### src/nps_pkg.sv
package nps_pkg;

	localparam int MAX_PROCS = 16;
	localparam int IDX_W = $clog2(MAX_PROCS);
	localparam int CNT_W = $clog2(MAX_PROCS + 1);
	localparam int TIME_W = 22;
	localparam logic [TIME_W-1:0] TIME_MAX = {TIME_W{1'b1}};

	typedef struct packed {
		logic [15:0] id;
		logic [15:0] arrive;
		logic [15:0] burst;
		logic [7:0]  prio;
	} rec_t;

	typedef enum logic [2:0] {
		ST_LOAD,
		ST_SCAN,
		ST_TAIL,
		ST_CALC,
		ST_EMIT
	} state_t;

	typedef struct packed {
		logic              clr;
		logic              vld;
		logic              first;
		logic [TIME_W-1:0] now;
	} pick_ctl_t;

	typedef struct packed {
		logic             use_elig;
		rec_t             rec;
		logic [IDX_W-1:0] idx;
	} pick_res_t;

endpackage

### src/nps_pick.sv
module nps_pick (
	input  logic                clk,
	input  logic                arst_n,
	input  nps_pkg::pick_ctl_t  ctl,
	input  nps_pkg::rec_t       rec,
	input  logic [nps_pkg::IDX_W-1:0] idx,
	output nps_pkg::pick_res_t  res
);

	logic                      elig_found_q;
	nps_pkg::rec_t             elig_q;
	logic [nps_pkg::IDX_W-1:0] elig_idx_q;
	logic                      cand_found_q;
	nps_pkg::rec_t             cand_q;
	logic [nps_pkg::IDX_W-1:0] cand_idx_q;

	logic        is_elig;
	logic        elig_better;
	logic        cand_better;
	logic [39:0] rec_ckey;
	logic [39:0] cand_ckey;

	// The earliest-arrival key drops priority for the first slot of a schedule.
	assign rec_ckey  = {rec.arrive, (ctl.first ? 8'h00 : rec.prio), rec.burst};
	assign cand_ckey = {cand_q.arrive, (ctl.first ? 8'h00 : cand_q.prio), cand_q.burst};

	assign is_elig     = ({6'b0, rec.arrive} <= ctl.now);
	assign elig_better = !elig_found_q ||
		({rec.prio, rec.arrive, rec.burst} < {elig_q.prio, elig_q.arrive, elig_q.burst});
	assign cand_better = !cand_found_q || (rec_ckey < cand_ckey);

	always_ff @(posedge clk or negedge arst_n) begin
		if (!arst_n) begin
			elig_found_q <= 1'b0;
			cand_found_q <= 1'b0;
		end else if (ctl.clr) begin
			elig_found_q <= 1'b0;
			cand_found_q <= 1'b0;
		end else if (ctl.vld) begin
			if (is_elig && elig_better) begin
				elig_found_q <= 1'b1;
			end
			if (cand_better) begin
				cand_found_q <= 1'b1;
			end
		end
	end

	always_ff @(posedge clk) begin
		if (!ctl.clr && ctl.vld) begin
			if (is_elig && elig_better) begin
				elig_q     <= rec;
				elig_idx_q <= idx;
			end
			if (cand_better) begin
				cand_q     <= rec;
				cand_idx_q <= idx;
			end
		end
	end

	always_comb begin
		res.use_elig = !ctl.first && elig_found_q;
		res.rec      = res.use_elig ? elig_q : cand_q;
		res.idx      = res.use_elig ? elig_idx_q : cand_idx_q;
	end

endmodule

### src/nonpreemptive_priority_scheduler.sv
// Channel  Valid       Ready       Payload
// item     item_valid  item_ready  proc_id, arrive_ms, burst_ms, prio, last_item
// result   res_valid   res_ready   out_id, finish_ms, turnaround_ms, waiting_ms, final_flag
//
// An accepted item loads a record if room is left; last_item set starts the schedule.
// Each result of a set of N records comes from a scan of the record memory
// through its single read port, a tail state for the last read, a calc state
// that picks and times the winner and an emit state that fills the output register.
// Reset clears the table count, the done marks and the clock; no items are
// taken during a schedule, and a stalled result holds the next one back.
module nonpreemptive_priority_scheduler (
	input  logic        clk,
	input  logic        arst_n,
	input  logic        item_valid,
	output logic        item_ready,
	input  logic [15:0] proc_id,
	input  logic [15:0] arrive_ms,
	input  logic [15:0] burst_ms,
	input  logic [7:0]  prio,
	input  logic        last_item,
	output logic        res_valid,
	input  logic        res_ready,
	output logic [15:0] out_id,
	output logic [21:0] finish_ms,
	output logic [21:0] turnaround_ms,
	output logic [21:0] waiting_ms,
	output logic        final_flag
);

	localparam int IDX_W = nps_pkg::IDX_W;
	localparam int CNT_W = nps_pkg::CNT_W;
	localparam int TIME_W = nps_pkg::TIME_W;

	nps_pkg::rec_t mem [nps_pkg::MAX_PROCS];
	nps_pkg::rec_t rd_data_s1;

	nps_pkg::state_t state_q, state_d;

	logic [CNT_W-1:0]           cnt_q;
	logic [CNT_W-1:0]           k_q;
	logic [IDX_W-1:0]           rd_idx_q;
	logic                       vld_s1;
	logic [IDX_W-1:0]           idx_s1;
	logic [nps_pkg::MAX_PROCS-1:0] done_q;
	logic [TIME_W-1:0]          clock_q;
	nps_pkg::rec_t              sel_q;
	logic                       res_valid_q;

	nps_pkg::pick_ctl_t ctl;
	nps_pkg::pick_res_t pres;

	logic              in_acc;
	logic              wr_en;
	logic              rd_en;
	logic              scan_end;
	logic              is_final;
	logic              emit_go;
	logic [TIME_W:0]   sum;
	logic [TIME_W-1:0] start;
	logic [TIME_W-1:0] fin;
	logic [TIME_W-1:0] arr_x;
	logic [TIME_W-1:0] bur_x;
	logic [TIME_W-1:0] tat;
	logic [TIME_W-1:0] wt;

	assign in_acc   = item_valid && item_ready;
	assign wr_en    = in_acc && (cnt_q < CNT_W'(nps_pkg::MAX_PROCS));
	assign rd_en    = (state_q == nps_pkg::ST_SCAN);
	assign scan_end = (CNT_W'(rd_idx_q) == (cnt_q - CNT_W'(1)));
	assign is_final = (k_q == (cnt_q - CNT_W'(1)));
	assign emit_go  = !res_valid_q || res_ready;

	always_ff @(posedge clk) begin
		if (wr_en) begin
			mem[cnt_q[IDX_W-1:0]] <= '{id: proc_id, arrive: arrive_ms,
				burst: burst_ms, prio: prio};
		end
		if (rd_en) begin
			rd_data_s1 <= mem[rd_idx_q];
		end
	end

	always_comb begin
		ctl.clr   = (in_acc && last_item) || (state_q == nps_pkg::ST_CALC);
		ctl.vld   = vld_s1 && !done_q[idx_s1];
		ctl.first = (k_q == '0);
		ctl.now   = clock_q;
	end

	nps_pick u_pick (
		.clk    (clk),
		.arst_n (arst_n),
		.ctl    (ctl),
		.rec    (rd_data_s1),
		.idx    (idx_s1),
		.res    (pres)
	);

	always_comb begin
		start = pres.use_elig ? clock_q : {6'b0, pres.rec.arrive};
		sum   = {1'b0, start} + {7'b0, pres.rec.burst};
		fin   = sum[TIME_W] ? nps_pkg::TIME_MAX : sum[TIME_W-1:0];
		arr_x = {6'b0, sel_q.arrive};
		bur_x = {6'b0, sel_q.burst};
		tat   = (clock_q >= arr_x) ? (clock_q - arr_x) : '0;
		wt    = (tat >= bur_x) ? (tat - bur_x) : '0;
	end

	always_comb begin
		state_d    = state_q;
		item_ready = 1'b0;
		case (state_q)
			nps_pkg::ST_LOAD: begin
				item_ready = 1'b1;
				if (in_acc && last_item) begin
					state_d = nps_pkg::ST_SCAN;
				end
			end
			nps_pkg::ST_SCAN: begin
				if (scan_end) begin
					state_d = nps_pkg::ST_TAIL;
				end
			end
			nps_pkg::ST_TAIL: begin
				state_d = nps_pkg::ST_CALC;
			end
			nps_pkg::ST_CALC: begin
				state_d = nps_pkg::ST_EMIT;
			end
			nps_pkg::ST_EMIT: begin
				if (emit_go) begin
					state_d = is_final ? nps_pkg::ST_LOAD : nps_pkg::ST_SCAN;
				end
			end
			default: begin
				state_d = nps_pkg::ST_LOAD;
			end
		endcase
	end

	always_ff @(posedge clk or negedge arst_n) begin
		if (!arst_n) begin
			state_q     <= nps_pkg::ST_LOAD;
			cnt_q       <= '0;
			k_q         <= '0;
			rd_idx_q    <= '0;
			vld_s1      <= 1'b0;
			idx_s1      <= '0;
			done_q      <= '0;
			clock_q     <= '0;
			res_valid_q <= 1'b0;
		end else begin
			state_q <= state_d;
			vld_s1  <= rd_en;
			idx_s1  <= rd_idx_q;
			if (state_q == nps_pkg::ST_EMIT && emit_go) begin
				res_valid_q <= 1'b1;
			end else if (res_ready) begin
				res_valid_q <= 1'b0;
			end
			case (state_q)
				nps_pkg::ST_LOAD: begin
					if (wr_en) begin
						cnt_q <= cnt_q + CNT_W'(1);
					end
					rd_idx_q <= '0;
					k_q      <= '0;
				end
				nps_pkg::ST_SCAN: begin
					rd_idx_q <= rd_idx_q + IDX_W'(1);
				end
				nps_pkg::ST_CALC: begin
					clock_q           <= fin;
					done_q[pres.idx]  <= 1'b1;
				end
				nps_pkg::ST_EMIT: begin
					if (emit_go) begin
						rd_idx_q    <= '0;
						if (is_final) begin
							cnt_q   <= '0;
							k_q     <= '0;
							done_q  <= '0;
							clock_q <= '0;
						end else begin
							k_q <= k_q + CNT_W'(1);
						end
					end
				end
				default: begin
				end
			endcase
		end
	end

	always_ff @(posedge clk) begin
		if (state_q == nps_pkg::ST_CALC) begin
			sel_q <= pres.rec;
		end
		if (state_q == nps_pkg::ST_EMIT && emit_go) begin
			out_id        <= sel_q.id;
			finish_ms     <= clock_q;
			turnaround_ms <= tat;
			waiting_ms    <= wt;
			final_flag    <= is_final;
		end
	end

	assign res_valid = res_valid_q;

	a_calc_count: assert property (@(posedge clk) disable iff (!arst_n)
		state_q == nps_pkg::ST_CALC |-> (cnt_q != '0) && (k_q < cnt_q))
		else $error("schedule step outside the loaded set");

	a_pick_fresh: assert property (@(posedge clk) disable iff (!arst_n)
		state_q == nps_pkg::ST_CALC |-> !done_q[pres.idx])
		else $error("finished process picked again");

	a_start: assert property (@(posedge clk) disable iff (!arst_n)
		in_acc && last_item |=> state_q == nps_pkg::ST_SCAN && cnt_q != '0)
		else $error("schedule did not start");

	a_clear: assert property (@(posedge clk) disable iff (!arst_n)
		state_q == nps_pkg::ST_EMIT && emit_go && is_final |=>
		cnt_q == '0 && done_q == '0 && state_q == nps_pkg::ST_LOAD)
		else $error("set not cleared after the last result");

endmodule
### config.mk
export PLATFORM = sky130hd
export DESIGN_NAME = nonpreemptive_priority_scheduler
export DESIGN_NICKNAME = d
export VERILOG_FILES = /design/src/nps_pkg.sv /design/src/nps_pick.sv /design/src/nonpreemptive_priority_scheduler.sv
export SDC_FILE = /design/constraint.sdc
export NUM_CORES = 1
export LEC_CHECK = 0
export ABC_CLOCK_PERIOD_IN_PS = 7900
export BUFFER_PORTS_ARGS = -buffer_cell sky130_fd_sc_hd__buf_2
export CAP_MARGIN = 15
export CORE_MARGIN = 1
export CORE_UTILIZATION = 35
export CTS_CLUSTER_DIAMETER = 30
export CTS_CLUSTER_SIZE = 12
export DETAILED_ROUTE_END_ITERATION = 10
export GPL_ROUTABILITY_DRIVEN = 0
export PLACE_DENSITY = 0.55
export SKIP_CTS_REPAIR_TIMING = 1
export SLEW_MARGIN = 10
export SYNTH_ARGS = -nofsm -noshare
export SYNTH_HDL_FRONTEND = slang
export SYNTH_SLANG_ARGS = --single-unit
### constraint.sdc
create_clock -name clk -period 7.9 [get_ports clk]
set_input_delay 1.58 -clock clk [delete_from_list [all_inputs] [get_ports clk]]
set_output_delay 1.58 -clock clk [all_outputs]
set_load 0.1 [all_outputs]
Word level (Yosys, flattened, before mapping)
Memories as Yosys holds them, arrays and structs flattened. A register that Yosys moved wholly into a read port is not among the register bits.
Index checks and enable logic that the tools add are counted.
Word-level totals
  flip-flop bits (word level): 314
  word-level logic and storage cells: 137
  memories kept: 1
  memory bits (writable): 896
  output and inout bits: 85
  input port bits: 61
Cells by class
  $lt $le $gt $ge: 9
  reduce and logical (&&, ||, !) cells: 37
  add/subtract/negate cells: 7
  multiplexer cells: 42
  bitwise operators: 1
  eq/ne operators: 11
Memory list
  mem: words 16, width 56, rd ports 1, clocked after Yosys merged registers in 1, wr ports 1, RTL line nonpreemptive_priority_scheduler.sv:34  | nps_pkg::rec_t mem [nps_pkg::MAX_PROCS];
Operators with widths (count)
  2-to-1 mux 22 bit: 5
  < comparator 40 bit: 2
  2-to-1 mux 56 bit: 1
  greater-or-equal comparator 22 x 16 -> 1 bit: 2
  one-hot mux 22 bit (2 select lines): 1
  subtractor 22 x 16 -> 22 bit: 2
  2-to-1 mux 16 bit: 2
  one-hot mux 16 bit (2 select lines): 1
  2-to-1 mux 5 bit: 5
  adder 22 x 16 -> 23 bit: 1
  less-or-equal comparator 16 x 22 -> 1 bit: 1
  one-hot mux 5 bit (2 select lines): 2
  2-to-1 mux 8 bit: 2
  OR 16 bit: 1
  one-hot mux 3 bit (5 select lines): 1
  2-to-1 mux 1 bit: 14
  one-hot mux 4 bit (3 select lines): 1
  AND reduction 2 bit: 6
  nonzero test 2 bit: 6
  adder 5 x 1 -> 5 bit (second input constant): 2
  < comparator 4 x 5 -> 1 bit (second input constant): 2
  logical AND 1 bit: 9
  2-to-1 mux 3 bit: 3
  2-to-1 mux 4 bit: 2
  other kinds (20): 33

Depth between registers and ports, before layout
Gate-level depths: netlist of run 1.
  word-level depth: 10
  mapped depth: 21
  mapped depth without buffers: 20

By module
From an unflattened synthesis of run 1, not the netlist that was laid out.
Second synthesis, totals
  cells, all modules: 2798
  area total of the unflattened synthesis: 52220.1 sq um
By module, submodules not included
  nonpreemptive_priority_scheduler: seq. area each 34047.7 sq um, area an instance 45416.1 sq um, cells an instance 2231, times used 1
  nps_pick: seq. area each 3653.5 sq um, area an instance 6804.0 sq um, cells an instance 567, times used 1

Worst setup path after synthesis of run 1
OpenSTA, ideal clock, no wires.
  kind: register to register
  start: register state_q[0]
  end: memory mem[3][0] (netlist bit) (enable)
  data required time: 7361 ps
  library setup time: 539 ps
  setup slack: 153 ps
  clock period less this slack: 7747 ps
  stages on the path, launching flop included: 7
  path buffers: 2
  arrival: 7209 ps
  cells stage by stage: dfrtp_1 > clkbuf_1 > nor3_1 > and3b_1 > clkbuf_1 > nand2_1 > nor3_1
Between the ends
  cells in the longest elaborated chain, start to end: 6
RTL lines
  start: declaration: RTL line nonpreemptive_priority_scheduler.sv:37  | nps_pkg::state_t state_q, state_d;
  start signal: assignment: RTL line nonpreemptive_priority_scheduler.sv:143  | state_q <= nps_pkg::ST_LOAD;
  start signal: assignment: RTL line nonpreemptive_priority_scheduler.sv:153  | state_q <= state_d;
  zero test 3 bit: RTL line nonpreemptive_priority_scheduler.sv:112  | case (state_q)
  2-to-1 mux 1 bit: RTL line nonpreemptive_priority_scheduler.sv:112
  net item_ready: RTL line nonpreemptive_priority_scheduler.sv:15  | output logic item_ready,
  logical AND 1 bit: RTL line nonpreemptive_priority_scheduler.sv:66  | assign in_acc = item_valid && item_ready;
  logical AND 1 bit: RTL line nonpreemptive_priority_scheduler.sv:67  | assign wr_en = in_acc && (cnt_q < CNT_W'(nps_pkg::MAX_PROCS));
  2-to-1 mux 1 bit: RTL line nonpreemptive_priority_scheduler.sv:74  | if (wr_en) begin
  2-to-1 mux 1 bit (not written as such): RTL line nonpreemptive_priority_scheduler.sv:75  | mem[cnt_q[IDX_W-1:0]] <= '{id: proc_id, arrive: arrive_ms,
  end: declaration: RTL line nonpreemptive_priority_scheduler.sv:34
The timed path passes the listed nets, and every way through them passes these cells.

Worst setup path in the final report of run 1
  start: register clock_q[0]
  end: register waiting_ms[1] (data pin)
Between the ends
  cells in the longest elaborated chain, start to end: 3
  elaborated cells between the ends (all ways): 5
  those cells by class: add/sub (2); order compare (2); mux (1)
RTL lines
  start: declaration: RTL line nonpreemptive_priority_scheduler.sv:45  | logic [TIME_W-1:0] clock_q;
  start signal: assignment: RTL line nonpreemptive_priority_scheduler.sv:173  | clock_q <= fin;
  subtractor 22 x 16 -> 22 bit or greater-or-equal comparator 22 x 16 -> 1 bit (tied branches): RTL line nonpreemptive_priority_scheduler.sv:105  | tat = (clock_q >= arr_x) ? (clock_q - arr_x) : '0;
  2-to-1 mux 22 bit (*): RTL line nonpreemptive_priority_scheduler.sv:105
  subtractor 22 x 16 -> 22 bit or greater-or-equal comparator 22 x 16 -> 1 bit (tied branches): RTL line nonpreemptive_priority_scheduler.sv:106  | wt = (tat >= bur_x) ? (tat - bur_x) : '0;
  end signal: assignment: RTL line nonpreemptive_priority_scheduler.sv:203  | waiting_ms <= wt;
  end: declaration: RTL line nonpreemptive_priority_scheduler.sv:26  | output logic [21:0] waiting_ms,
Mark *: on every way between the ends. The rest lies on a longest branch, timed or not.
A chain may end at the register's enable or synchronous reset.

==> flow_summary.json, run 1 <==
{
  "regArea_mm2": 0.0377,
  "synth_most_common_cell": "edfxtp_1",
  "cpPeakStageDelay_ps": 610,
  "hp-class": "reg2reg",
  "drc_errors": 0,
  "grt_max_degree": 106,
  "maxCapViolCount": 0,
  "synth.net_count": 3053,
  "fin_tns_setup_ps": 0,
  "clock_latency_ps": 870,
  "crit_type": "reg2reg",
  "syn_inst": 2839,
  "min_period_ps": 5790,
  "antenna_left": 0,
  "synthTopCellsByCount": "edfxtp_1, mux4_2, nand2_1",
  "rows": 141,
  "viasPerCell": 5.08,
  "synth_edf_count": 1203,
  "hold_violations": 0,
  "yosys_warnings": 0,
  "outcome": "complete, no violations",
  "powerDensity_mw_per_mm2": 449,
  "crit_fanout": 20,
  "cp_num_cells": 20,
  "wl_um": 124000,
  "ys_seq_area_share_pct": 72.4,
  "synth_top_area_share_pct": 69.4,
  "fp.dieArea_mm2": 0.150,
  "drt_iter0_drc": 2012,
  "cp-start-kind": "register",
  "die_h_um": 388,
  "avgSynthCellArea_um2": 18.3,
  "synth.distinct_cells": 74,
  "max-clock-path-buffers": 4,
  "synth_ff_type": "edfxtp_1",
  "io_buffers": 145,
  "rrSetupSlack_ps": 2110,
  "worstHoldEndpoint": "out_id[3]$_DFFE_PP_",
  "synth_area_mm2": 0.0521,
  "antenna_found_initial": 24,
  "cts_buffers": 281,
  "r2r_end": "waiting_ms[1]$_SDFFCE_PN0P_",
  "leakage_nw": 22.5,
  "die_w_um": 388,
  "finalClockSkew_ps": 79.6,
  "final-max-slew-violation-count": 0,
  "grt_use_total_pct": 16.6,
  "cts_sinks": 1266,
  "min_period_over_period_pct": 73.3,
  "wl_per_cell_um": 23.1,
  "relSlewSlack_pct": 25.5,
  "worst-path-buf-inv": 2,
  "drive_above_1_share_pct": 27.7,
  "peakVddDrop_mv": 0.251,
  "min-delay-start": "sel_q[43]$_DFFE_PP_",
  "max_freq_ghz": 0.173,
  "synth-seq-cells": 1266,
  "cts_tree": "yes",
  "cpMaxStageDelayCell": "o211a_1",
  "timing.rr.start": "clock_q[0]$_DFFE_PN0P_",
  "drt_pass1_iterations": 5,
  "cp-end-kind": "register",
  "multi_input_area_mm2": 0.0135,
  "syn_to_final_growth_pct": 23.8,
  "worst_r2r_path_depth": 20,
  "h-tree-depth": 5,
  "final.fill_count": 12735,
  "coreArea_mm2": 0.148,
  "initial_core_util_pct": 35.3,
  "grt-ovfl-total": 0,
  "async_flop_share_pct": 4.98,
  "clkSlewWorstSetupHoldPaths_ps": 40,
  "fin_nets": 3424,
  "rsz0062_at_grt": "false",
  "worst_slew_pin_slew_ps": 1110,
  "grt_pass1_vias": 28706,
  "crit_family": "compound AO/OA/AOI/OAI gates",
  "worstPathRequired_ps": 8430,
  "io_pins": 146,
  "place_hpwl_um": 70100,
  "worst_ep_arrival_time_ps": 6320,
  "synth_area_leaders": "edfxtp_1, mux4_2, ha_1",
  "crit_chain": "inv_1 > ha_1 > fa_1 > nor2b_1 > o31a_1 > o31ai_1 > a21o_1 > o311ai_2 > nand2b_1 > ha_1 > inv_1 > fa_1 > a211oi_1 > o21a_1 > nor3_1 > a211oi_1 > o21ai_0 > nor2_1 > o211a_1 > a21boi_0",
  "final_core_util_pct": 43.6,
  "grt_first_pass_wirelength_um": 184000,
  "yosys.area.top_type": "edfxtp_1",
  "cts_root_buf": "clkbuf_16",
  "vias": 27164,
  "setup_viol": 0,
  "min_path_cells": 0
}
sequential cells by signal, indices dropped and copies added, names as in the netlist, 16 cells and up:
name	flops
arr_x	16
bur_x	16
clock_q	22
done_q	16
finish_ms	22
mem	896
out_id	16
rd_data_s1	56
sel_q	16
turnaround_ms	22
u_pick.cand_ckey	32
u_pick.cand_q	24
u_pick.elig_q	56
waiting_ms	22
cells by family after synthesis:
logic type	count (synthesis)	synth area share, %
AOI/OAI and AO/OA	389	4.72
xor gates and xnor gates	45	0.783
adders and majority gates	153	3.72
buffers and inverters	252	1.88
DFF	1266	72.4
muxes	291	12.4
and+or+nand+nor	443	4.03
per-layer routing:
metal	up-vias	global-route usage, %	share of wire, %	wire [um]
met5	-	0	0.088	109
met4	16	4.86	2.0	2530
met3	214	4.15	6.0	7450
met2	753	26.5	48	59500
met1	13943	22.3	44	54200
li1	12238	-	-	-
cell usage in the layout (no fill, tap or decap), types with 13 or more instances in the layout:
| cell type | count |
|---|---|
| clkinv_4 | 18 |
| buf_4 | 46 |
| inv_1 | 145 |
| mux4_2 | 285 |
| o21a_1 | 30 |
| nand2_1 | 157 |
| clkinvlp_4 | 34 |
| a21oi_1 | 93 |
| nor2_1 | 79 |
| nor2b_1 | 13 |
| clkinv_1 | 31 |
| ha_1 | 150 |
| dfrtp_1 | 59 |
| xor2_1 | 20 |
| o21ai_0 | 125 |
| nor3_1 | 36 |
| clkbuf_16 | 286 |
| nand2b_1 | 18 |
| nand4_1 | 26 |
| edfxtp_1 | 1203 |
| nor2_4 | 14 |
| nand3_1 | 31 |
| buf_2 | 145 |
| xnor2_1 | 24 |
| clkinv_2 | 36 |
| bufinv_16 | 32 |
| clkbuf_1 | 31 |
| a21o_1 | 37 |
power by group:
group          switching, W  internal (W)
combinational       0.00483       0.00340
sequential         0.000711       0.00885
clock               0.00350       0.00762
total               0.00904        0.0199
worst reg2reg max path, delay by kind of cell (launching register included):
family / cells / cell delay (ps)
flip-flops: 1 / 390
adder cells (fa/ha/maj): 4 / 1000
buffers and inverters: 2 / 150
AND/OR/NAND/NOR: 4 / 550
AO/OA/AOI/OAI: 10 / 3390
per-stage QoR:
stage,std cells,power [W],hold WS (ps),setup WS [ps],cell area (um2)
4_1_cts,5341,0.0292,420,2010,64400
3_3_place_gp,4857,0.0179,401,2160,55300
2_1_floorplan,2839,0.0156,352,153,52100
6_report,5345,0.0289,418,2110,64400
3_5_place_dp,4857,0.0180,408,2020,55300
5_1_grt,5341,0.0304,424,1620,64400
worst max-delay path by stage:
stage,startpoint,end,slack (ps)
finish,clock_q[0]$_DFFE_PN0P_,waiting_ms[1]$_SDFFCE_PN0P_,2110
CTS,clock_q[0]$_DFFE_PN0P_,waiting_ms[1]$_SDFFCE_PN0P_,2010
global placement,clock_q[0]$_DFFE_PN0P_,waiting_ms[1]$_SDFFCE_PN0P_,2160
detailed placement,clock_q[0]$_DFFE_PN0P_,waiting_ms[1]$_SDFFCE_PN0P_,2020
floorplan,state_q[0]$_DFFE_PN0P_,mem[3][0]$_DFFE_PP_,150
global route,clock_q[0]$_DFFE_PN0P_,waiting_ms[1]$_SDFFCE_PN0P_,1620
area by class of cell:
type / count / share of cell area, %
flip-flops and latches: 1266 / 58.5
multi-input cells: 1321 / 21.0
clock inverters: 165 / 2.80
well taps: 1930 / 3.75
clock buffers: 319 / 11.3
inverters: 147 / 0.856
diodes: 4 / 0.0155
repair buffers: 193 / 1.72
Note: power is estimated with default switching activity, not from simulation.
==> run 2, diff against run 1 <==
- ABC_CLOCK_PERIOD_IN_PS: 7900 -> 5990
- PLACE_DENSITY: 0.55 -> 0.53
- clock period: 7.9 -> 5.99 ns (I/O delays scaled with it)
==> flow_summary.json, run 2 (synthesis results as in run 1) <==
{
  "outcome": "complete, no violations",
  "maxCapViolCount": 0,
  "worstPathRequired_ps": 6510,
  "io_pins": 146,
  "cp-end-kind": "register",
  "rows": 141,
  "cp-start-kind": "register",
  "power_frac_seq_pct": 32.8,
  "wl_um": 124000,
  "io_buffers": 145,
  "h-tree-depth": 5,
  "crit_fanout": 20,
  "die_h_um": 388,
  "viasPerCell": 5.08,
  "grt_max_degree": 92,
  "hold_ws_ps": 401,
  "fin_nets": 3430,
  "final_cell_count_no_fill": 5345,
  "drt_pass1_iterations": 5,
  "initial_core_util_pct": 35.3,
  "max_freq_ghz": 0.183,
  "drive_above_1_share_pct": 27.7,
  "setup_viol": 0,
  "crit_chain": "inv_1 > ha_1 > fa_1 > nor2b_1 > o31a_1 > o31ai_1 > a21o_1 > o311ai_2 > nand2b_1 > ha_1 > inv_1 > fa_1 > a211oi_1 > o21a_1 > nor3_1 > a211oi_1 > o21ai_0 > nor2_1 > o211a_1 > buf_4 > a21boi_0",
  "final_common_cell": "edfxtp_1",
  "peakVddDrop_mv": 0.336,
  "cpMaxStageDelayCell": "o31ai_1",
  "timing.final.ws_setup_ps": 529,
  "grt_first_pass_wirelength_um": 186000,
  "internal_power_w": 0.0262,
  "fin_tns_setup_ps": 0,
  "antenna_found_initial": 22,
  "largest_register_ffs": 896,
  "leakage_nw": 22.6,
  "place_hpwl_um": 71200,
  "powerDensity_mw_per_mm2": 591,
  "r2r_end": "waiting_ms[1]$_SDFFCE_PN0P_",
  "pre_cts_slack_ps": 488,
  "rrSetupSlack_ps": 530,
  "vias": 27179,
  "antenna_left": 0,
  "worst_slew_pin_slew_ps": 1100,
  "grt-ovfl-total": 0,
  "cts_sinks": 1266,
  "rsz0062_at_grt": "false",
  "coreArea_mm2": 0.148,
  "worst_r2r_path_depth": 21,
  "combPwrFrac_pct": 29.0,
  "syn_to_final_growth_pct": 24.1,
  "cts_tree": "yes",
  "finalClockSkew_ps": 77.1,
  "crit_end": "waiting_ms[1]$_SDFFCE_PN0P_",
  "dpl.cell_count": 4861,
  "cts_buffers": 283,
  "relSlewSlack_pct": 26.2,
  "min_period_over_period_pct": 91.2,
  "grt_pass1_vias": 28716,
  "wl_per_cell_um": 23.3,
  "fp.dieArea_mm2": 0.150,
  "timing.rr.start": "clock_q[0]$_DFFE_PN0P_",
  "final-max-slew-violation-count": 0,
  "cts_root_buf": "clkbuf_16",
  "crit_type": "reg2reg",
  "cpPeakStageDelay_ps": 560,
  "clkPwrFrac_pct": 38.2,
  "power.switching_w": 0.0120,
  "die_w_um": 388,
  "drc_errors": 0,
  "grt_use_total_pct": 16.7,
  "worst_ep_arrival_time_ps": 5980,
  "min_period_ps": 5460,
  "switching_share_pct": 31.4,
  "crit_start": "clock_q[0]$_DFFE_PN0P_",
  "clkSlewWorstSetupHoldPaths_ps": 50,
  "max-clock-path-buffers": 4,
  "hp-class": "reg2reg",
  "layout_common_cells": "edfxtp_1, clkbuf_16, mux4_2",
  "clock_latency_ps": 880,
  "hold_violations": 0,
  "drt_iter0_drc": 2011
}
## run 2: power by group through the flow
stage                     registers, W  logic (W)  clock network (W)
after floorplan                 0.0125    0.00799                  0
after global placement          0.0126     0.0112                  0
after detailed placement        0.0127     0.0112                  0
after CTS                       0.0125     0.0113             0.0148
after global routing            0.0127     0.0123             0.0153
final                           0.0125     0.0111             0.0146
## run 2: critical path: cells and delay by family (launching register included)
family	cells	cell delay [ps]
buffers and inverters	3	410
adder cells (fa/ha/maj)	4	990
flip-flops	1	390
AO/OA/AOI/OAI	10	2820
AND/OR/NAND/NOR	4	530
## run 2: final cells by class
| cell class | count | area, um2 |
|---|---|---|
| Sequential cell | 1266 | 37700 |
| Multi-Input combinational cell | 1321 | 13600 |
| Timing Repair Buffer | 197 | 1320 |
| Antenna cell | 1 | 2.50 |
| Clock buffer | 319 | 7310 |
| Tap cell | 1930 | 2410 |
| Inverter | 147 | 552 |
| Clock inverter | 164 | 1710 |
| Fill cell | 12728 | 83100 |
## run 2: worst min path at each step
| stage | depth (start not counted) | from | endpoint |
|---|---|---|---|
| after floorplan | 0 | rd_idx_q[2]$_DFFE_PN0P_ | idx_s1[2]$_DFF_PN0_ |
| after global placement | 0 | sel_q[40]$_DFFE_PP_ | out_id[0]$_DFFE_PP_ |
| after detailed placement | 0 | sel_q[41]$_DFFE_PP_ | out_id[1]$_DFFE_PP_ |
| after CTS | 1 | arst_n | k_q[0]$_DFFE_PN0P_ |
| after global routing | 1 | arst_n | k_q[3]$_DFFE_PN0P_ |
| final | 0 | rd_data_s1[55]$_DFFE_PP_ | u_pick.elig_q[55]$_DFFE_PP_ |
## run 2: layer usage
| metal | GRT usage, % | vias up | part of all wire [%] |
|---|---|---|---|
| li1 | - | 12234 | - |
| met1 | 22.4 | 14021 | 45 |
| met3 | 4.13 | 203 | 5.6 |
| met5 | 0 | - | 0.092 |
| met2 | 26.7 | 703 | 48 |
| met4 | 4.70 | 18 | 1.7 |
## run 2: through the flow
step | cell area (um2) | util, % | power, W
finish | 64600 | 43.7 | 0.0382
global route | 64600 | 43.7 | 0.0402
CTS | 64600 | 43.7 | 0.0386
detailed placement | 55600 | 37.6 | 0.0239
global placement | 55600 | 37.6 | 0.0238
floorplan | 52100 | - | 0.0205
==> run 3, diff against run 2 <==
- ABC_CLOCK_PERIOD_IN_PS: 5990 -> 5800
- clock period: 5.99 -> 5.8 ns (I/O delays scaled with it)
==> flow_summary.json, run 3 (synthesis results as in run 1) <==
{
  "syn_to_final_growth_pct": 24.6,
  "wl_um": 125000,
  "crit_type": "reg2reg",
  "h-tree-depth": 5,
  "hp-class": "in2async",
  "cp-end-kind": "register",
  "hold_ws_ps": 261,
  "final_common_cell": "edfxtp_1",
  "fin_nets": 3428,
  "leakage_nw": 22.7,
  "pre_cts_slack_ps": 286,
  "place_hpwl_um": 71300,
  "grt-ovfl-total": 0,
  "worstPathRequired_ps": 6310,
  "largest_register_ffs": 896,
  "rsz0062_at_grt": "false",
  "relSlewSlack_pct": 24.9,
  "coreArea_mm2": 0.148,
  "drc_errors": 0,
  "rows": 141,
  "max_freq_ghz": 0.187,
  "final.fill_count": 12627,
  "design_area_mm2": 0.0649,
  "setup_viol": 0,
  "max-clock-path-buffers": 4,
  "grt_pass1_vias": 28559,
  "layout_common_cells": "edfxtp_1, clkbuf_16, mux4_2",
  "grt_max_degree": 80,
  "worst-path-buf-inv": 3,
  "crit_fanout": 20,
  "clkSlewWorstSetupHoldPaths_ps": 40,
  "powerDensity_mw_per_mm2": 616,
  "antenna_found_initial": 25,
  "grt_first_pass_wirelength_um": 186000,
  "drt_pass1_iterations": 5,
  "finalClockSkew_ps": 70.3,
  "die_h_um": 388,
  "maxCapViolCount": 0,
  "grt_use_total_pct": 16.7,
  "fin_tns_setup_ps": 0,
  "min_period_ps": 5360,
  "crit_family": "compound AO/OA/AOI/OAI gates",
  "cts_sinks": 1266,
  "detailed_place.area_mm2": 0.0556,
  "cts_buffers": 277,
  "drive_above_1_share_pct": 28.0,
  "cpMaxStageDelayCell": "o311a_1",
  "final-max-slew-violation-count": 0,
  "wl_per_cell_um": 23.3,
  "outcome": "complete, no violations",
  "clock_latency_ps": 860,
  "worst_slew_pin_slew_ps": 1130,
  "cts_tree": "yes",
  "peakVddDrop_mv": 0.307,
  "cts_root_buf": "clkbuf_16",
  "timing.final.ws_setup_ps": 442,
  "io_buffers": 145,
  "drt_iter0_drc": 2016,
  "initial_core_util_pct": 35.3,
  "fp.dieArea_mm2": 0.150,
  "crit_chain": "inv_1 > ha_1 > fa_1 > nor2b_1 > o31a_1 > o31ai_2 > a21o_1 > o311a_1 > buf_4 > a211oi_1 > ha_1 > o21ai_0 > o21a_1 > nor3_1 > a211oi_1 > o21ai_0 > nor2_1 > o211a_1 > buf_4 > a21boi_0",
  "hold_violations": 0,
  "antenna_left": 0,
  "vias": 27209,
  "cpPeakStageDelay_ps": 450,
  "io_pins": 146,
  "viasPerCell": 5.09,
  "power.total_w": 0.0399,
  "cp-start-kind": "register",
  "worst_ep_arrival_time_ps": 5860,
  "die_w_um": 388,
  "min_period_over_period_pct": 92.4
}
[run 3: area by class of cell]
| cell class | count | area [um2] | share of cell area [%] |
|---|---|---|---|
| Antenna cell | 3 | 7.51 | 0.0116 |
| Timing Repair Buffer | 201 | 1320 | 2.04 |
| Inverter | 147 | 552 | 0.850 |
| Sequential cell | 1266 | 37700 | 58.1 |
| Multi-Input combinational cell | 1321 | 13600 | 20.9 |
| Clock buffer | 319 | 7400 | 11.4 |
| Clock inverter | 159 | 1900 | 2.93 |
| Tap cell | 1930 | 2410 | 3.72 |
[run 3: final timing paths]
check / startpoint / to / slack (ps) / cells after the start
setup / recovery: clock_q[0]$_DFFE_PN0P_ / waiting_ms[1]$_SDFFCE_PN0P_ / 440 / 20
hold / removal: arst_n / clock_q[10]$_DFFE_PN0P_ / 260 / 1
setup reg to reg: clock_q[0]$_DFFE_PN0P_ / waiting_ms[1]$_SDFFCE_PN0P_ / 440 / 20
hold reg to reg: sel_q[50]$_DFFE_PP_ / out_id[10]$_DFFE_PP_ / 410 / 0
max in group asynchronous: arst_n / rd_idx_q[3]$_DFFE_PN0P_ / 4380 / 2
min in group clk: sel_q[50]$_DFFE_PP_ / out_id[10]$_DFFE_PP_ / 410 / 0
[run 3: power breakdown]
group          internal, W  switching (W)
clock               0.0108        0.00475
sequential          0.0120       0.000932
combinational      0.00474        0.00671
[run 3: metal layers]
metal  share of wire [%]  wire [um]  GRT usage (%)
met1                  44      55000           22.1
met2                  49      60700           27.0
met3                 5.3       6670           4.27
met4                 1.8       2240           4.75
met5                0.13        161              0
[run 3: per-stage QoR]
step,cells,utilization [%]
2_1_floorplan,2839,-
3_3_place_gp,4865,37.6
3_5_place_dp,4865,37.6
4_1_cts,5343,43.9
5_1_grt,5343,43.9
6_report,5346,43.9
[run 3: worst register-to-register path, delay by kind of cell (launching register included)]
family / cells / cell delay [ps]
flip-flops: 1 / 360
AO/OA/AOI/OAI: 11 / 2680
adder cells (fa/ha/maj): 3 / 990
buffers and inverters: 3 / 580
AND/OR/NAND/NOR: 3 / 460
